`src/rtl/core/scpr_pkg.sv`:
```
// Shared constants for the second chance page replacer.
// Default sizes, configuration register width and counter width.
// No dependencies.
package scpr_pkg;

  localparam int unsigned MAX_ENTRIES_DEF = 64;
  localparam int unsigned PAGE_BITS_DEF   = 20;

  // table_entries register
  localparam int unsigned CFG_W     = 7;
  localparam logic [CFG_W-1:0] CFG_RESET = 7'd64;

  // running hit and miss totals
  localparam int unsigned TOTAL_W   = 32;

endpackage

```
`src/rtl/core/second_chance_page_replacer.sv`:
```
// Second chance (clock) page replacement table: top level and sequencer.
// Depends on scpr_pkg for default sizes and register widths.
//
// Usage
//   Input channel  : in_valid_i / in_ready_o carries one page_number_i per transaction.
//   Output channel : out_valid_o / out_ready_i carries one result per input transaction:
//                    hit, slot, evicted page (if any) and saturating hit/miss totals.
//   Config         : cfg_we_i writes cfg_wdata_i into table_entries (0 acts as 1,
//                    values above MAX_ENTRIES act as MAX_ENTRIES). Write only while idle.
//   Timing         : the tag search walks the table one entry per cycle through the
//                    single read port of the tag memory and stops early on a hit. A
//                    replacement then sweeps the clock hand past referenced entries,
//                    clearing each set reference bit it passes, and evicts the first
//                    entry whose bit is clear. One item is in flight at a time.
//   Stall          : a finished result waits in the output register; the next item is
//                    accepted and searched meanwhile, and its result is held back until
//                    the output register is free.
//   Reset          : rst_ni (async, active low) clears the valid and reference bits,
//                    the clock hand, both totals and sets table_entries to 64. The tag
//                    memory is not cleared; tags are read only for valid entries.
module second_chance_page_replacer #(
  parameter int unsigned MAX_ENTRIES = scpr_pkg::MAX_ENTRIES_DEF,
  parameter int unsigned PAGE_BITS   = scpr_pkg::PAGE_BITS_DEF,
  localparam int unsigned IW = (MAX_ENTRIES > 1) ? $clog2(MAX_ENTRIES) : 1
) (
  input  logic                        clk_i,
  input  logic                        rst_ni,
  // configuration
  input  logic                        cfg_we_i,
  input  logic [scpr_pkg::CFG_W-1:0]  cfg_wdata_i,
  // page references
  input  logic                        in_valid_i,
  output logic                        in_ready_o,
  input  logic [PAGE_BITS-1:0]        page_number_i,
  // results
  output logic                        out_valid_o,
  input  logic                        out_ready_i,
  output logic                        hit_o,
  output logic [IW-1:0]               slot_o,
  output logic                        evicted_valid_o,
  output logic [PAGE_BITS-1:0]        evicted_page_o,
  output logic [scpr_pkg::TOTAL_W-1:0] hit_total_o,
  output logic [scpr_pkg::TOTAL_W-1:0] miss_total_o
);
  import scpr_pkg::*;

  // NW holds a count 0..MAX_ENTRIES; CW is wide enough to compare it with the register
  localparam int unsigned NW = $clog2(MAX_ENTRIES + 1);
  localparam int unsigned CW = (NW > CFG_W) ? NW : CFG_W;

  typedef enum logic [2:0] {
    S_IDLE,
    S_SEARCH,
    S_SWEEP,
    S_EVICT,
    S_PUT
  } state_e;

  state_e                 state_q;
  logic [CFG_W-1:0]       cfg_q;
  logic [MAX_ENTRIES-1:0] valid_q;
  logic [MAX_ENTRIES-1:0] ref_q;
  logic [IW-1:0]          hand_q;
  logic [TOTAL_W-1:0]     hits_q;
  logic [TOTAL_W-1:0]     misses_q;

  // per-transaction working registers
  logic [PAGE_BITS-1:0]   page_q;
  logic [NW-1:0]          n_q;
  logic [NW-1:0]          idx_q;
  logic                   pend_q;
  logic [IW-1:0]          pidx_q;
  logic                   free_q;
  logic [IW-1:0]          free_idx_q;
  logic [IW-1:0]          h_q;

  // pending result
  logic                   res_hit_q;
  logic [IW-1:0]          res_slot_q;
  logic                   res_ev_valid_q;
  logic [PAGE_BITS-1:0]   res_ev_page_q;

  // output register
  logic                   out_valid_q;
  logic                   out_hit_q;
  logic [IW-1:0]          out_slot_q;
  logic                   out_ev_valid_q;
  logic [PAGE_BITS-1:0]   out_ev_page_q;

  // tag memory: one write and one registered read per cycle
  logic [PAGE_BITS-1:0]   tag_mem_q [MAX_ENTRIES];
  logic [PAGE_BITS-1:0]   rd_data_q;
  logic [IW-1:0]          rd_addr;
  logic                   mem_we;
  logic [IW-1:0]          mem_wa;

  logic [CW-1:0]          cfg_ext;
  logic [NW-1:0]          n_eff;
  logic                   issue;
  logic                   cmp_hit;
  logic                   cmp_free;
  logic                   last_cmp;
  logic                   free_now;
  logic [IW-1:0]          free_sel;
  logic [NW-1:0]          h_inc;
  logic [IW-1:0]          h_next;
  logic [IW-1:0]          h_start;
  logic                   out_free;

  // Clamp the register into 1..MAX_ENTRIES
  always_comb begin
    cfg_ext = CW'(cfg_q);
    if (cfg_ext == '0) begin
      n_eff = NW'(1);
    end else if (cfg_ext > CW'(MAX_ENTRIES)) begin
      n_eff = NW'(MAX_ENTRIES);
    end else begin
      n_eff = NW'(cfg_ext);
    end
  end

  // Search pipeline: address idx_q issued this cycle, entry pidx_q compared this cycle
  assign issue    = (idx_q != n_q);
  assign cmp_hit  = pend_q && valid_q[pidx_q] && (rd_data_q == page_q);
  assign cmp_free = pend_q && !valid_q[pidx_q];
  assign last_cmp = pend_q && (NW'(pidx_q) == (n_q - NW'(1)));
  assign free_now = free_q || cmp_free;
  assign free_sel = free_q ? free_idx_q : pidx_q;

  // Clock hand arithmetic, wrapping at the active size
  assign h_inc   = NW'(h_q) + NW'(1);
  assign h_next  = (h_inc < n_q) ? IW'(h_inc) : '0;
  assign h_start = (NW'(hand_q) < n_q) ? hand_q : '0;

  assign out_free = !out_valid_q || out_ready_i;

  assign rd_addr = (state_q == S_SWEEP) ? h_q : IW'(idx_q);
  assign mem_we  = ((state_q == S_SEARCH) && !cmp_hit && last_cmp && free_now) ||
                   (state_q == S_EVICT);
  assign mem_wa  = (state_q == S_EVICT) ? h_q : free_sel;

  always_ff @(posedge clk_i) begin
    if (mem_we) begin
      tag_mem_q[mem_wa] <= page_q;
    end
    rd_data_q <= tag_mem_q[rd_addr];
  end

  always_ff @(posedge clk_i or negedge rst_ni) begin
    if (!rst_ni) begin
      state_q        <= S_IDLE;
      cfg_q          <= CFG_RESET;
      valid_q        <= '0;
      ref_q          <= '0;
      hand_q         <= '0;
      hits_q         <= '0;
      misses_q       <= '0;
      page_q         <= '0;
      n_q            <= '0;
      idx_q          <= '0;
      pend_q         <= 1'b0;
      pidx_q         <= '0;
      free_q         <= 1'b0;
      free_idx_q     <= '0;
      h_q            <= '0;
      res_hit_q      <= 1'b0;
      res_slot_q     <= '0;
      res_ev_valid_q <= 1'b0;
      res_ev_page_q  <= '0;
      out_valid_q    <= 1'b0;
      out_hit_q      <= 1'b0;
      out_slot_q     <= '0;
      out_ev_valid_q <= 1'b0;
      out_ev_page_q  <= '0;
    end else begin
      if (cfg_we_i) begin
        cfg_q <= cfg_wdata_i;
      end
      // drop the result once the receiver takes it; S_PUT reloads it itself
      if (out_ready_i && (state_q != S_PUT)) begin
        out_valid_q <= 1'b0;
      end

      case (state_q)
        S_IDLE: begin
          if (in_valid_i) begin
            page_q  <= page_number_i;
            n_q     <= n_eff;
            idx_q   <= '0;
            pend_q  <= 1'b0;
            free_q  <= 1'b0;
            state_q <= S_SEARCH;
          end
        end

        S_SEARCH: begin
          pend_q <= issue;
          pidx_q <= IW'(idx_q);
          if (issue) begin
            idx_q <= idx_q + NW'(1);
          end
          if (cmp_hit) begin
            ref_q[pidx_q]  <= 1'b1;
            res_hit_q      <= 1'b1;
            res_slot_q     <= pidx_q;
            res_ev_valid_q <= 1'b0;
            res_ev_page_q  <= '0;
            state_q        <= S_PUT;
          end else begin
            // remember the lowest empty entry
            if (cmp_free && !free_q) begin
              free_q     <= 1'b1;
              free_idx_q <= pidx_q;
            end
            if (last_cmp) begin
              if (free_now) begin
                valid_q[free_sel] <= 1'b1;
                ref_q[free_sel]   <= 1'b0;
                res_hit_q         <= 1'b0;
                res_slot_q        <= free_sel;
                res_ev_valid_q    <= 1'b0;
                res_ev_page_q     <= '0;
                state_q           <= S_PUT;
              end else begin
                h_q     <= h_start;
                state_q <= S_SWEEP;
              end
            end
          end
        end

        // Advance the hand past referenced entries, clearing their bits
        S_SWEEP: begin
          if (ref_q[h_q]) begin
            ref_q[h_q] <= 1'b0;
            h_q        <= h_next;
          end else begin
            state_q <= S_EVICT;
          end
        end

        // rd_data_q now holds the victim's tag; the new tag is written this cycle
        S_EVICT: begin
          ref_q[h_q]     <= 1'b0;
          res_hit_q      <= 1'b0;
          res_slot_q     <= h_q;
          res_ev_valid_q <= 1'b1;
          res_ev_page_q  <= rd_data_q;
          hand_q         <= h_next;
          state_q        <= S_PUT;
        end

        // Hold until the output register is free, then publish and count
        S_PUT: begin
          if (out_free) begin
            out_valid_q    <= 1'b1;
            out_hit_q      <= res_hit_q;
            out_slot_q     <= res_slot_q;
            out_ev_valid_q <= res_ev_valid_q;
            out_ev_page_q  <= res_ev_page_q;
            if (res_hit_q) begin
              hits_q <= (hits_q == '1) ? hits_q : hits_q + TOTAL_W'(1);
            end else begin
              misses_q <= (misses_q == '1) ? misses_q : misses_q + TOTAL_W'(1);
            end
            state_q <= S_IDLE;
          end
        end

        default: begin
          state_q <= S_IDLE;
        end
      endcase
    end
  end

  assign in_ready_o      = (state_q == S_IDLE);
  assign out_valid_o     = out_valid_q;
  assign hit_o           = out_hit_q;
  assign slot_o          = out_slot_q;
  assign evicted_valid_o = out_ev_valid_q;
  assign evicted_page_o  = out_ev_page_q;
  assign hit_total_o     = hits_q;
  assign miss_total_o    = misses_q;

endmodule

```
`config.mk`:
```
export PLATFORM = sky130hd
export DESIGN_NAME = second_chance_page_replacer
export DESIGN_NICKNAME = d
export VERILOG_FILES = /design/src/rtl/core/scpr_pkg.sv /design/src/rtl/core/second_chance_page_replacer.sv
export SDC_FILE = /design/constraint.sdc
export NUM_CORES = 2
export LEC_CHECK = 0
export ABC_AREA = 1
export BUFFER_PORTS_ARGS = -buffer_cell sky130_fd_sc_hd__buf_2
export CAP_MARGIN = 25
export CELL_PAD_IN_SITES_DETAIL_PLACEMENT = 2
export CELL_PAD_IN_SITES_GLOBAL_PLACEMENT = 2
export CORE_AREA = 2 2 400 402
export DETAILED_ROUTE_END_ITERATION = 8
export DIE_AREA = 0 0 402 404
export HOLD_SLACK_MARGIN = 0.12
export PLACE_DENSITY_LB_ADDON = 0.2
export REMOVE_ABC_BUFFERS = 1
export SETUP_SLACK_MARGIN = 0.1
export SYNTH_ARGS = -nofsm -noshare
export SYNTH_HDL_FRONTEND = slang
export SYNTH_SLANG_ARGS = --single-unit
```
`constraint.sdc`:
```
create_clock -name clk_i -period 7.7 [get_ports clk_i]
set_clock_uncertainty 0.05 [all_clocks]
set_input_delay 0.385 -clock clk_i [delete_from_list [all_inputs] [get_ports clk_i]]
set_output_delay 0.385 -clock clk_i [all_outputs]
set_load 0.02 [all_outputs]
```
==> impl_metrics.ini <==
[status]
status = completed

[sta]
tightest_slew_ps = 1180
setup_viol = 0
layout_min_cycle_time_ps = 5590
rsz0062_at_grt = no
fin_crit_sh_pct = 72.6
slew_viol_final = 0
setup-tns-final_ps = 0
worst_slack_ps = 2110
hold_viol = 0
timing.slew.headroom_pct = 21.1
max_freq_mhz = 179

[clocking]
root_buffer = clkbuf_16
cts_setup_buffers = 0
cts_buffers = 176
holdBufCountCts = 43
clock_path_buffers = 3
ctsResizeCount = 0
clock_sinks = 1619
htreeDepth = 4
cts_tree = yes
clk_latency_ps = 850
path_clk_slew_ps = 70

[global_routing]
grt_overflow = 0
antenna_found_initial = 17
grtUsageTotal_pct = 36.0
grt_max_degree = 196
grt_pass1_vias = 59900
grt_first_pass_wirelength_um = 428000

[yosys]
synth_cell_types = 44
avgSynthCellArea_um2 = 10.6
synth_edf_count = 1280
synth_warnings = 0
synth.area.top_cells = edfxtp_1, dfrtp_1, nand2_1, o211ai_1, o21ai_0
synth_seq_area_share_pct = 66.3
synth_seq_cells = 1619
synth.most_common_cell = nand2_1
syn_area_um2 = 70600
syn_inst = 6671
synth_flop_cell = edfxtp_1
synth-async-reset-ratio_pct = 19.7
synth_top_area_share_pct = 54.4
synth_common_cells = nand2_1, edfxtp_1, o21ai_0
yosysTopAreaCell = edfxtp_1

[final_layout]
fin_util_pct = 51.0
final_area_um2 = 80400
fill_cells = 15700
layout.nets = 6855
drive_above_1_share_pct = 9.95
instances_no_fill = 9027
synthToLayoutAreaGrowth_pct = 13.8

[place]
pre_cts_slack_ps = 2500
placed_area_um2 = 74100
numPlacedInstances = 8628
hpwl_um = 176000
numPortBuffers = 125
place.gp.congestion = 0.868

[critical_path]
cp_data_required_time_ps = 8210
cp-start-kind = register
cp_data_arrival_time_ps = 6100
r2r_setup_slack_ps = 2110
worstSetupPathType = reg -> reg
critPathMaxFanout = 37
cp-end-kind = register

[drt]
drt-total-wl_um = 307000
route.detailed.drc = 0
ant_nets = 0
dr.pass1.iters = 6
via_per_inst = 6.34
vias = 57300
wl_per_cell_um = 34.0
drtIter0Drc = 7294

[pwr]
power.leakage_nw = 31.3
p_per_area_nw_per_um2 = 385
peakVddDrop_uv = 265

[floorplanning]
dieArea_um2 = 162000
coreArea_um2 = 158000
start_util_pct = 44.8
die_width_um = 402
chipHeight_um = 404
boundaryPins = 126
rows = 146

[run]
drv_cap = 0

[min_path]
hp-class = in -> reg
==> sequential cells by signal, indices dropped and copies added (netlist names), 3 cells and up <==
name and cells:
evicted_page_o 20, res_slot_q 6, ref_q 64, page_q 20, idx_q 7, slot_o 6
n_q 7, res_ev_page_q 20, h_q 6, tag_mem_q 1280, state_q 3, hit_total_o 32
cfg_ext 7, rd_data_q 20, free_idx_q 6, miss_total_o 32, pidx_q 6, valid_q 64
hand_q 6
==> final timing paths <==
kind | startpoint | end | cells past startpoint
worst max register to register | page_q[19] | tag_mem_q[36][10] | 13
worst min register to register | valid_q[31] | valid_q[31] | 2
worst min-delay path | in_valid_i | state_q[1] | 5
min in group asynchronous | rst_ni | miss_total_o[23] | 4
max in group asynchronous | rst_ni | page_q[12] | 5
worst max-delay path | page_q[19] | tag_mem_q[36][10] | 13
==> stage by stage <==
| stage | total power, mW | hold WS [ps] |
|---|---|---|
| 2_1_floorplan | 16.3 | 39.4 |
| 3_3_place_gp | 20.9 | 297 |
| 3_5_place_dp | 21.8 | 299 |
| 4_1_cts | 30.4 | 184 |
| 5_1_grt | 31.8 | 186 |
| 6_report | 31.0 | 194 |
==> logic make-up after synthesis <==
kind of cell    after synthesis  share of synthesized area [%]
compound gates             1290                           11.1
xor+xnor                     80                          0.992
fa+ha+maj                    16                          0.283
buf+inv                     949                           5.36
flops                      1619                           66.3
simple gates               2717                           16.0
==> worst max-delay path: stages (launching register included) <==
cell      delay (ps)
dfrtp_2          940
buf_4            650
nor2_1           210
nor3_1           290
nand3b_1         140
nor2_1           160
nand2_1           90
nor2_1           450
nand2_2          130
nand3_2          350
nand2_4          220
nand2_1          800
nor2_2           370
buf_8            270
==> power breakdown <==
| group | total [mW] | internal [mW] | switching [mW] |
|---|---|---|---|
| Sequential | 11.6 | 10.8 | 0.739 |
| Combinational | 10.9 | 2.19 | 8.75 |
| Clock | 8.49 | 4.57 | 3.91 |
==> cells in the final DEF, fill, tap and decap left out, types with 95 or more instances in the layout <==
cell       count
o211ai_1     518
inv_1        551
nand3_1      547
nor2_1       463
clkbuf_16    179
dfrtp_1      298
buf_4         95
buf_2        124
nand2_1     1486
edfxtp_1    1280
o21ai_0      618
==> area by class of cell <==
type                    instances  area (um2)  share of cell area [%]
flip-flops and latches       1619       46800                    58.2
clock inverters                79         598                   0.744
inverters                     570        2160                    2.69
well taps                    2072        2590                    3.22
multi-input cells            4103       20300                    25.3
diodes                          3        7.51                 0.00933
repair buffers                337        3100                    3.85
clock buffers                 244        4810                    5.99
==> metal layers <==
layer  wire [um]  up-vias  part of all wire (%)  GRT usage [%]
li1            -    23500                     -              -
met1      120000    30000                    39           47.0
met2      148000     3069                    48           59.3
met3       24500      714                   8.0           5.82
met4       14800       12                   4.8           16.0
met5          75        -                 0.024              0
Power figures use the tool's default switching activity.
